--- config.mk ---
export PLATFORM = sky130hd
export DESIGN_NAME = http_chunked_body_decoder_unit
export DESIGN_NICKNAME = d
export VERILOG_FILES = /design/src/hdl/hcbd_pkg.sv /design/src/hdl/hcbd_queue.sv /design/src/hdl/hcbd_front.sv /design/src/hdl/hcbd_back.sv /design/src/hdl/http_chunked_body_decoder_unit.sv
export SDC_FILE = /design/constraint.sdc
export NUM_CORES = 1
export LEC_CHECK = 0
export BUFFER_PORTS_ARGS = -buffer_cell sky130_fd_sc_hd__buf_2
export CAP_MARGIN = 20
export CELL_PAD_IN_SITES_DETAIL_PLACEMENT = 1
export CELL_PAD_IN_SITES_GLOBAL_PLACEMENT = 1
export CORE_ASPECT_RATIO = 2
export CORE_MARGIN = 4
export CORE_UTILIZATION = 52
export CTS_CLUSTER_DIAMETER = 80
export CTS_CLUSTER_SIZE = 25
export DETAILED_ROUTE_END_ITERATION = 16
export PLACE_DENSITY_LB_ADDON = 0.1
export SYNTH_ARGS = -nofsm -noshare
export SYNTH_HDL_FRONTEND = slang
export SYNTH_SLANG_ARGS = --single-unit
--- constraint.sdc ---
create_clock -name i_clk -period 14.5 [get_ports i_clk]
set_input_delay 1.45 -clock i_clk [delete_from_list [all_inputs] [get_ports i_clk]]
set_output_delay 1.45 -clock i_clk [all_outputs]
set_load 0.02 [all_outputs]
--- src/hdl/hcbd_pkg.sv ---
`timescale 1ns / 1ps
`default_nettype none
// ----------------------------------------------------------------------------
// hcbd_pkg
// Shared types and constants for the chunked body decoder.
// ----------------------------------------------------------------------------
package hcbd_pkg;

    localparam int SIZE_BITS_DEF = 63;
    localparam int MAX_DIGITS    = 19;
    localparam int DCNT_W        = 5;
    localparam int TOTAL_W       = 64;

    localparam logic [7:0] CH_SP   = 8'h20;
    localparam logic [7:0] CH_HT   = 8'h09;
    localparam logic [7:0] CH_CR   = 8'h0d;
    localparam logic [7:0] CH_LF   = 8'h0a;
    localparam logic [7:0] CH_ZERO = 8'h30;
    localparam logic [7:0] CH_NINE = 8'h39;
    localparam logic [7:0] CH_LA   = 8'h61;
    localparam logic [7:0] CH_LF_H = 8'h66;
    localparam logic [7:0] CH_UA   = 8'h41;
    localparam logic [7:0] CH_UF   = 8'h46;

    typedef enum logic [2:0] {
        PH_LEAD    = 3'd0,
        PH_DIGITS  = 3'd1,
        PH_TRAIL   = 3'd2,
        PH_DATA    = 3'd3,
        PH_TAIL    = 3'd4,
        PH_TAIL_CR = 3'd5,
        PH_ENDED   = 3'd6,
        PH_FAILED  = 3'd7
    } t_phase;

    typedef enum logic [1:0] {
        ST_FRAMING = 2'd0,
        ST_PAYLOAD = 2'd1,
        ST_END     = 2'd2,
        ST_ERROR   = 2'd3
    } t_status;

    typedef enum logic [2:0] {
        ERR_NONE      = 3'd0,
        ERR_NON_HEX   = 3'd1,
        ERR_TOO_LONG  = 3'd2,
        ERR_NO_LF     = 3'd3,
        ERR_TOO_LARGE = 3'd4,
        ERR_TAIL_LF   = 3'd5
    } t_err;

    // classified input word
    typedef struct packed {
        logic       restart;
        logic [7:0] data;
        logic       is_hex;
        logic [3:0] hex;
        logic       is_blank;   // SP, HT or CR
        logic       is_cr;
        logic       is_lf;
    } t_cls;

    typedef struct packed {
        logic               data_valid;
        logic [7:0]         data_byte;
        t_status            status;
        t_err               error_kind;
        logic [TOTAL_W-1:0] bytes_consumed;
    } t_result;

endpackage
`default_nettype wire

--- src/hdl/hcbd_queue.sv ---
`timescale 1ns / 1ps
`default_nettype none
// ----------------------------------------------------------------------------
// hcbd_queue
// Two-entry first-word-fall-through queue.
// ----------------------------------------------------------------------------
module hcbd_queue #(
    parameter int W = 1
) (
    input  wire logic         i_clk,
    input  wire logic         i_rst_n,
    input  wire logic         i_push,
    input  wire logic [W-1:0] i_din,
    output logic              o_full,
    input  wire logic         i_pop,
    output logic [W-1:0]      o_dout,
    output logic              o_empty
);

    logic [W-1:0] r_mem [2];
    logic         r_wp;
    logic         r_rp;
    logic [1:0]   r_cnt;
    logic         w_push;
    logic         w_pop;

    assign o_full  = (r_cnt == 2'd2);
    assign o_empty = (r_cnt == 2'd0);
    assign o_dout  = r_mem[r_rp];
    assign w_push  = i_push && !o_full;
    assign w_pop   = i_pop && !o_empty;

    always_ff @(posedge i_clk) begin
        if (!i_rst_n) begin
            r_wp  <= 1'b0;
            r_rp  <= 1'b0;
            r_cnt <= 2'd0;
        end else begin
            if (w_push) begin
                r_wp <= !r_wp;
            end
            if (w_pop) begin
                r_rp <= !r_rp;
            end
            unique case ({w_push, w_pop})
                2'b10:   r_cnt <= r_cnt + 2'd1;
                2'b01:   r_cnt <= r_cnt - 2'd1;
                default: r_cnt <= r_cnt;
            endcase
        end
    end

    always_ff @(posedge i_clk) begin
        if (w_push) begin
            r_mem[r_wp] <= i_din;
        end
    end

endmodule
`default_nettype wire

--- src/hdl/hcbd_front.sv ---
`timescale 1ns / 1ps
`default_nettype none
// ----------------------------------------------------------------------------
// hcbd_front
// Accepts raw bytes and registers them with their character class.
// ----------------------------------------------------------------------------
module hcbd_front
    import hcbd_pkg::*;
(
    input  wire logic       i_clk,
    input  wire logic       i_rst_n,
    input  wire logic       i_push,
    input  wire logic [7:0] i_in_byte,
    input  wire logic       i_restart,
    output logic            o_full,
    output logic            o_valid,
    output t_cls            o_cls,
    input  wire logic       i_take
);

    logic r_valid;
    t_cls r_cls;
    t_cls w_cls;
    logic w_accept;

    always_comb begin
        w_cls          = '0;
        w_cls.restart  = i_restart;
        w_cls.data     = i_in_byte;
        w_cls.is_cr    = (i_in_byte == CH_CR);
        w_cls.is_lf    = (i_in_byte == CH_LF);
        w_cls.is_blank = (i_in_byte == CH_SP) || (i_in_byte == CH_HT) || w_cls.is_cr;
        if (i_in_byte >= CH_ZERO && i_in_byte <= CH_NINE) begin
            w_cls.is_hex = 1'b1;
            w_cls.hex    = 4'(i_in_byte - CH_ZERO);
        end else if (i_in_byte >= CH_LA && i_in_byte <= CH_LF_H) begin
            w_cls.is_hex = 1'b1;
            w_cls.hex    = 4'(i_in_byte - CH_LA + 8'd10);
        end else if (i_in_byte >= CH_UA && i_in_byte <= CH_UF) begin
            w_cls.is_hex = 1'b1;
            w_cls.hex    = 4'(i_in_byte - CH_UA + 8'd10);
        end
    end

    assign o_full   = r_valid && !i_take;
    assign w_accept = i_push && !o_full;
    assign o_valid  = r_valid;
    assign o_cls    = r_cls;

    always_ff @(posedge i_clk) begin
        if (!i_rst_n) begin
            r_valid <= 1'b0;
        end else begin
            r_valid <= w_accept || (r_valid && !i_take);
        end
    end

    always_ff @(posedge i_clk) begin
        if (w_accept) begin
            r_cls <= w_cls;
        end
    end

endmodule
`default_nettype wire

--- src/hdl/hcbd_back.sv ---
`timescale 1ns / 1ps
`default_nettype none
// ----------------------------------------------------------------------------
// hcbd_back
// Framing state machine: size line parse, payload count, last-chunk line.
// ----------------------------------------------------------------------------
module hcbd_back
    import hcbd_pkg::*;
#(
    parameter int SIZE_BITS = SIZE_BITS_DEF
) (
    input  wire logic i_clk,
    input  wire logic i_rst_n,
    input  wire logic i_go,
    input  t_cls      i_cls,
    output t_result   o_res
);

    t_phase                r_phase, n_phase, w_phase;
    logic [SIZE_BITS-1:0]  r_chunk, n_chunk, w_chunk;
    logic [DCNT_W-1:0]     r_dcnt, n_dcnt, w_dcnt;
    logic                  r_lz, n_lz, w_lz;
    logic                  r_ovf, n_ovf, w_ovf;
    logic [TOTAL_W-1:0]    r_total, n_total;
    t_err                  w_err;
    logic                  w_line_end;

    // restart clears everything before the word is taken
    always_comb begin
        if (i_cls.restart) begin
            w_phase = PH_LEAD;
            w_chunk = '0;
            w_dcnt  = '0;
            w_lz    = 1'b0;
            w_ovf   = 1'b0;
        end else begin
            w_phase = r_phase;
            w_chunk = r_chunk;
            w_dcnt  = r_dcnt;
            w_lz    = r_lz;
            w_ovf   = r_ovf;
        end
    end

    // datapath and result
    always_comb begin
        n_chunk    = w_chunk;
        n_dcnt     = w_dcnt;
        n_lz       = w_lz;
        n_ovf      = w_ovf;
        n_total    = i_cls.restart ? '0 : r_total;
        w_err      = ERR_NONE;
        w_line_end = 1'b0;
        o_res      = '0;
        if (w_phase != PH_ENDED && w_phase != PH_FAILED) begin
            n_total = n_total + 1'b1;
        end
        unique case (w_phase)
            PH_LEAD: begin
                if (!(i_cls.is_blank || i_cls.is_lf)) begin
                    if (!i_cls.is_hex) begin
                        w_err = ERR_NON_HEX;
                    end else begin
                        n_chunk = {{(SIZE_BITS-4){1'b0}}, i_cls.hex};
                        n_dcnt  = DCNT_W'(1);
                        n_lz    = (i_cls.hex == 4'd0);
                        n_ovf   = 1'b0;
                    end
                end
            end
            PH_DIGITS: begin
                if (i_cls.is_hex) begin
                    if (!(w_lz && i_cls.hex == 4'd0)) begin
                        n_lz = 1'b0;
                        if (w_dcnt >= DCNT_W'(MAX_DIGITS)) begin
                            w_err = ERR_TOO_LONG;
                        end else begin
                            if (w_chunk[SIZE_BITS-1 -: 4] != 4'd0) begin
                                n_ovf = 1'b1;
                            end else begin
                                n_chunk = {w_chunk[SIZE_BITS-5:0], i_cls.hex};
                            end
                            n_dcnt = w_dcnt + 1'b1;
                        end
                    end
                end else if (!i_cls.is_blank) begin
                    if (!i_cls.is_lf) begin
                        w_err = ERR_NO_LF;
                    end else begin
                        w_line_end = 1'b1;
                    end
                end
            end
            PH_TRAIL: begin
                if (!i_cls.is_blank) begin
                    if (!i_cls.is_lf) begin
                        w_err = ERR_NO_LF;
                    end else begin
                        w_line_end = 1'b1;
                    end
                end
            end
            PH_DATA: begin
                o_res.data_valid = 1'b1;
                o_res.data_byte  = i_cls.data;
                o_res.status     = ST_PAYLOAD;
                if (w_chunk != '0) begin
                    n_chunk = w_chunk - 1'b1;
                end
            end
            PH_TAIL: begin
                if (i_cls.is_lf) begin
                    o_res.status = ST_END;
                end else if (!i_cls.is_cr) begin
                    w_err = ERR_TAIL_LF;
                end
            end
            PH_TAIL_CR: begin
                if (i_cls.is_lf) begin
                    o_res.status = ST_END;
                end else begin
                    w_err = ERR_TAIL_LF;
                end
            end
            PH_ENDED: begin
                o_res.status = ST_END;
            end
            PH_FAILED: begin
                o_res.status = ST_ERROR;
            end
        endcase
        if (w_line_end) begin
            if (w_ovf) begin
                w_err = ERR_TOO_LARGE;
            end else begin
                n_dcnt = '0;
                n_lz   = 1'b0;
            end
        end
        if (w_err != ERR_NONE) begin
            o_res.status = ST_ERROR;
        end
        o_res.error_kind     = w_err;
        o_res.bytes_consumed = n_total;
    end

    // next phase
    always_comb begin
        n_phase = w_phase;
        if (w_err != ERR_NONE) begin
            n_phase = PH_FAILED;
        end else if (w_line_end) begin
            n_phase = (w_chunk != '0) ? PH_DATA : PH_TAIL;
        end else begin
            unique case (w_phase)
                PH_LEAD: begin
                    if (!(i_cls.is_blank || i_cls.is_lf)) begin
                        n_phase = PH_DIGITS;
                    end
                end
                PH_DIGITS: begin
                    if (!i_cls.is_hex && i_cls.is_blank) begin
                        n_phase = PH_TRAIL;
                    end
                end
                PH_DATA: begin
                    if (n_chunk == '0) begin
                        n_phase = PH_LEAD;
                    end
                end
                PH_TAIL: begin
                    if (i_cls.is_cr) begin
                        n_phase = PH_TAIL_CR;
                    end else if (i_cls.is_lf) begin
                        n_phase = PH_ENDED;
                    end
                end
                PH_TAIL_CR: begin
                    if (i_cls.is_lf) begin
                        n_phase = PH_ENDED;
                    end
                end
                PH_TRAIL, PH_ENDED, PH_FAILED: begin
                    n_phase = w_phase;
                end
            endcase
        end
    end

    always_ff @(posedge i_clk) begin
        if (!i_rst_n) begin
            r_phase <= PH_LEAD;
            r_chunk <= '0;
            r_dcnt  <= '0;
            r_lz    <= 1'b0;
            r_ovf   <= 1'b0;
            r_total <= '0;
        end else if (i_go) begin
            r_phase <= n_phase;
            r_chunk <= n_chunk;
            r_dcnt  <= n_dcnt;
            r_lz    <= n_lz;
            r_ovf   <= n_ovf;
            r_total <= n_total;
        end
    end

endmodule
`default_nettype wire

--- src/hdl/http_chunked_body_decoder_unit.sv ---
`timescale 1ns / 1ps
`default_nettype none
// path: front register, middle queue, decoder, output queue, result ports
// throughput: one word per cycle unless stalled; each word gives exactly one result word
// the framing state machine updates once per word, the front stage and the
// two-entry queues between the parts absorb stalls on either side
// reset: synchronous, active low; all queues empty, decoder at size-line start
// ----------------------------------------------------------------------------
// http_chunked_body_decoder_unit
// Decodes HTTP/1.1 chunked framing one byte per word.
// ----------------------------------------------------------------------------
module http_chunked_body_decoder_unit
    import hcbd_pkg::*;
#(
    parameter int SIZE_BITS = SIZE_BITS_DEF
) (
    input  wire logic         i_clk,
    input  wire logic         i_rst_n,
    input  wire logic         push,
    output logic              full,
    input  wire logic [7:0]   i_in_byte,
    input  wire logic         i_restart,
    output logic              empty,
    input  wire logic         pop,
    output logic              o_data_valid,
    output logic [7:0]        o_data_byte,
    output logic [1:0]        o_status,
    output logic [2:0]        o_error_kind,
    output logic [TOTAL_W-1:0] o_bytes_consumed
);

    logic    w_front_full;
    logic    w_front_valid;
    t_cls    w_front_cls;
    logic    w_mid_full;
    logic    w_mid_empty;
    t_cls    w_mid_cls;
    logic    w_out_full;
    logic    w_out_empty;
    logic    w_go;
    t_result w_res;
    t_result w_head;

    assign full  = w_front_full || !i_rst_n;
    assign empty = w_out_empty || !i_rst_n;
    assign w_go  = !w_mid_empty && !w_out_full;

    hcbd_front u_front (
        .i_clk     (i_clk),
        .i_rst_n   (i_rst_n),
        .i_push    (push),
        .i_in_byte (i_in_byte),
        .i_restart (i_restart),
        .o_full    (w_front_full),
        .o_valid   (w_front_valid),
        .o_cls     (w_front_cls),
        .i_take    (!w_mid_full)
    );

    hcbd_queue #(
        .W ($bits(t_cls))
    ) u_mid_q (
        .i_clk   (i_clk),
        .i_rst_n (i_rst_n),
        .i_push  (w_front_valid),
        .i_din   (w_front_cls),
        .o_full  (w_mid_full),
        .i_pop   (w_go),
        .o_dout  (w_mid_cls),
        .o_empty (w_mid_empty)
    );

    hcbd_back #(
        .SIZE_BITS (SIZE_BITS)
    ) u_back (
        .i_clk   (i_clk),
        .i_rst_n (i_rst_n),
        .i_go    (w_go),
        .i_cls   (w_mid_cls),
        .o_res   (w_res)
    );

    hcbd_queue #(
        .W ($bits(t_result))
    ) u_out_q (
        .i_clk   (i_clk),
        .i_rst_n (i_rst_n),
        .i_push  (w_go),
        .i_din   (w_res),
        .o_full  (w_out_full),
        .i_pop   (pop && i_rst_n),
        .o_dout  (w_head),
        .o_empty (w_out_empty)
    );

    assign o_data_valid     = w_head.data_valid;
    assign o_data_byte      = w_head.data_byte;
    assign o_status         = w_head.status;
    assign o_error_kind     = w_head.error_kind;
    assign o_bytes_consumed = w_head.bytes_consumed;

endmodule
`default_nettype wire

# Word-level counts from Yosys, hierarchy flattened
# Memory sizes are Yosys's and may differ from the RTL's. A register that Yosys moved wholly into a read port is not among the register bits.
# Index checks and enable logic that the tools add are counted.
dict set report classes {
  n_addsub 12
  order_cmp 7
  eq_ne 19
  mux 80
  n_reduce_logical 44
}
# op count
set ops {}
lappend ops {{2-to-1 mux 63 bit} 8}
lappend ops {{one-hot mux 63 bit (3 select lines)} 1}
lappend ops {{2-to-1 mux 64 bit} 2}
lappend ops {{adder 64 x 1 -> 64 bit (second input constant)} 1}
lappend ops {{zero test 63 bit} 1}
lappend ops {{nonzero test 63 bit} 1}
lappend ops {{subtractor 63 x 1 -> 63 bit (second input constant)} 1}
lappend ops {{2-to-1 mux 3 bit} 18}
lappend ops {{2-to-1 mux 5 bit} 9}
lappend ops {{2-to-1 mux 1 bit} 26}
lappend ops {{== test 8 x 4 -> 1 bit (second input constant)} 3}
lappend ops {{one-hot mux 3 bit (6 select lines)} 1}
lappend ops {{>= comparator 8 x 7 -> 1 bit (second input constant)} 2}
lappend ops {{<= comparator 8 x 7 -> 1 bit (second input constant)} 2}
lappend ops {{one-hot mux 3 bit (5 select lines)} 1}
lappend ops {{logical AND 1 bit} 14}
lappend ops {{== test 3 bit (second input constant)} 4}
lappend ops {{subtractor 4 x 1 -> 4 bit (second input constant)} 3}
lappend ops {{zero test 1 bit} 11}
lappend ops {{one-hot mux 5 bit (2 select lines)} 1}
lappend ops {{2-to-1 mux 9 bit} 1}
lappend ops {{adder 4 bit (second input constant)} 2}
lappend ops {{== test 2 bit (second input constant)} 4}
lappend ops {{== test 8 x 6 -> 1 bit (second input constant)} 1}
lappend ops {{24 further kinds} 44}
dict set report totals {
  ff_bits 163
  ram_bits 190
  input_bits 13
  out_inout_bits 80
  wordCells 184
  mem_count 2
}
# memory words width rd rd_ports_with_merged_regs wr line_no
set mem_list {}
lappend mem_list {u_out_q.r_mem 2 78 1 1 1 hcbd_queue.sv:20} ;# logic [W-1:0] r_mem [2];
lappend mem_list {u_mid_q.r_mem 2 17 1 1 1 hcbd_queue.sv:20}

# Longest topological paths before layout
dict set report logic_depth {
  word_depth 12
  depth_mapped 22
  mapped_depth_nobuf 14
}

# Hierarchy
# From an unflattened synthesis, not the netlist that was laid out.
dict set report hier_totals {
  hier_cells 1942
  area_unflattened_um2 18891.9
}
# mod instances cells_each area_each_um2 seq_area_each_um2
set modules_own_cells {}
lappend modules_own_cells {hcbd_back 1 1534 10752.8 2742.6}
lappend modules_own_cells {{hcbd_queue at u_out_q} 1 269 5851.9 4784.6}
lappend modules_own_cells {{hcbd_queue at u_mid_q} 1 79 1458.9 1121.1}
lappend modules_own_cells {hcbd_front 1 55 802.0 530.5}
lappend modules_own_cells {http_chunked_body_decoder_unit 1 5 26.3 0.0}

# Least setup slack after synthesis
# Ideal clock, no wire load.
dict set report synth_path {
  path_type {flip-flop to flip-flop}
  from {register (tool-made name)}
  to {memory u_out_q.r_mem[0][56] (netlist bit), data pin}
  setup_time_ns 0.256
  t_arrival_ns 5.125
  required_ns 14.244
  setup_slack_ns 9.119
  path_stages_with_launch 23
  n_path_buf 9
  synth_period_minus_slack_ns 5.381
  path_cell_list {dfxtp_1 > buf_2 > mux2i_2 > clkbuf_1 > buf_2 > buf_2 > buf_1 > clkbuf_1 > clkbuf_1 > buf_1 > and2_1 > ha_1 > o31a_1 > and4_1 > clkbuf_1 > nand4_1 > nor3_2 > nand4_1 > nor2_1 > nand3_1 > nor4_1 > or2_2 > nand2_1}
}
# element line_no
set synth_rtl {}
lappend synth_rtl {{to (decl)} hcbd_queue.sv:20}

==> results.cfg <==
[status]
status = completed

[synthesis]
syn_nets = 2065
yosysWarnings = 0
async_flop_share_pct = 0
synth_area_leaders = edfxtp_1 33%, dfxtp_1 16%, nor2_1 5.2%
synth_largest_area_cell = edfxtp_1
synth_area_sq_um = 19000
syn_avg_cell_area_sq_um = 9.31
synth_common_cells = 263 x nor2_1, 251 x nand2_1, 207 x edfxtp_1
synth_edf_count = 207
netlist_instances = 2042
synthDistinctLibCells = 92
yosysMostFrequentCell = nor2_1
ys.flop_type = edfxtp_1
synth_top_area_share_pct = 32.7
synth_seq_area_share_pct = 48.3
ys_ff_latch = 355

[die]
dieArea_sq_um = 39900
rows = 98
initial_utilization_pct = 52.9
die_w_um = 143
fp.coreArea_sq_um = 35900
io_pins = 93
die_h_um = 278

[routing]
viasPerCell = 6.82
num_vias = 17100
drt_iter0_markers = 1353
drc = 0
dr.pass1.iters = 5
post_drt_wl_per_cell_um = 27.5
routed_wl_um = 68900
antenna_left = 0

[clock_network]
cts-root-buf = clkbuf_16
clk_pin_slew_worst_paths_ps = 100
clock_sinks = 355
htreeDepth = 1
postCtsSetupBuffers = 0
clkLatencyLatePin_ps = 570
cts_tree = built
holdBufCountCts = 0
cts.path.max_buffers = 3
cts_resized = 0
cts_buffers = 18

[final_layout]
fin_nets = 2065
fill_cells = 4122
synthToLayoutAreaGrowth_pct = 6.83
n_antenna_cell = 0
fin_cells = 2504
drive_above_1_share_pct = 13.8

[setup_path]
reg2regPathDepth = 16
path_class = reg2reg
cp_max_fo = 65
cp.required_ps = 14790
endpoint_kind = flop
worstPathArrival_ps = 5940
crit_path_start_kind = flop

[timing]
drv_slew = 0
hold_viol = 0
fin_ws_ps = 8850
tns_ps = 0
fmax_ghz = 0.177
finalCriticalPeriod_ps = 5650
rsz0062_at_grt = false
worst_clock_skew_ps = 42.7
period_share_pct = 39.0
tightest_slew_ps = 1170
finalSetupViolations = 0
slew_headroom_pct = 21.3

[placed_design]
portBuffers = 92
hpwl_um = 49300
dp_slack_ps = 8920
dp.cells = 2471
place_congestion = 1.01

[grt]
grt_pass1_vias = 17700
overflow = 0
antenna_found_initial = 0
grt_pass1_wl_um = 104000
grt_usage_pct = 33.7
grt_max_degree = 79

[hold_path]
hp-start = u_front.o_cls[12]
worstHoldPathCells = 0
hold_path_class = reg2reg

[power_and_ir_drop]
power.density_nw_per_um2 = 186
ir_worst_vdd_mv = 0.159
leakagePower_uw = 0.00687

[job]
timing.max_cap.violations = 0
[critical path, cell delays in order, from the launching register on]
cell,delay [ps]
dfxtp_1,330
buf_4,360
mux2i_4,340
buf_4,580
buf_4,680
and2_1,230
ha_1,150
o31a_1,160
and4_1,440
nand4_1,280
nor3_2,380
nand4_1,280
nor2_1,230
nand3_1,180
nor4_1,470
or2_2,210
nand2_1,60
[placed cells by master (no fill, tap or decap), drive strengths merged, types with 16 or more instances in the layout]
master	Yosys	final
a211oi	29	29
a21oi	121	121
a22oi	17	17
a31oi	28	28
and2	21	21
and3	16	16
buf	43	127
clkbuf	105	29
dfxtp	148	148
edfxtp	207	207
inv	30	30
mux2	83	83
mux2i	16	16
nand2	251	251
nand3	70	70
nand4	49	49
nor2	264	264
nor3	82	82
nor4	51	51
o211ai	19	19
o21ai	70	70
or3	28	28
or4	16	16
xnor2	40	40
xor2	35	35
[per-stage QoR]
stage | area (sq um) | util, % | hold WS (ps) | power (uW)
2_1_floorplan | 19000 | - | 421 | 2570
3_3_place_gp | 19700 | 55.0 | 426 | 3140
3_5_place_dp | 19700 | 55.0 | 436 | 3200
4_1_cts | 20300 | 56.5 | 466 | 3770
5_1_grt | 20300 | 56.5 | 475 | 3960
6_report | 20300 | 56.5 | 465 | 3790
[final cells by class]
class,instances,area [sq um],share of cell area (%)
well taps,450,563,2.77
multi-input cells,1509,9160,45.1
clock inverters,3,41.3,0.203
repair buffers,128,736,3.62
flip-flops and latches,355,9180,45.2
inverters,30,118,0.579
clock buffers,29,502,2.47
[power breakdown]
group	switching (uW)	leakage, uW	internal [uW]
Sequential	171	0.00317	1300
Clock	329	0.000259	245
Combinational	1220	0.00344	519
Total	1720	0.00687	2070
[state kept, by name (all words and copies together) (netlist names), named ones only]
register         flops
u_out_q.r_mem      156
u_back.r_total      64
u_back.r_chunk      63
u_mid_q.r_mem       34
u_front.o_cls       17
u_back.r_dcnt        5
u_back.r_phase       3
u_mid_q.r_cnt        2
u_out_q.r_cnt        2
u_back.r_lz          1
u_back.r_ovf         1
u_front.o_valid      1
u_mid_q.r_rp         1
u_mid_q.r_wp         1
u_out_q.r_rp         1
u_out_q.r_wp         1
[cells by family after synthesis]
group           count (synthesis)  synth area share, %
xor+xnor                       75                 3.46
mux                            99                 5.80
fa+ha+maj                      10                0.658
compound gates                425                 15.0
flops                         355                 48.3
simple gates                  900                 23.1
buf+inv                       178                 3.73
[path summary, 6_finish.rpt]
check	end	slack (ps)
max	u_out_q.r_mem[1][56]	8850
min	u_mid_q.r_mem[1][12]	460
max reg2reg	u_out_q.r_mem[1][56]	8850
min reg2reg	u_mid_q.r_mem[1][12]	460
[per-layer routing]
| metal | up-vias | wire length [um] | GRT usage (%) | share of wire (%) |
|---|---|---|---|---|
| li1 | 7547 | - | - | - |
| met1 | 8514 | 23200 | 35.3 | 34 |
| met2 | 725 | 36400 | 62.1 | 53 |
| met3 | 281 | 3570 | 3.58 | 5.2 |
| met4 | 0 | 5750 | 22.5 | 8.4 |
| met5 | - | 0 | 0 | 0 |
No activity file was read; power rests on OpenSTA's default activity.
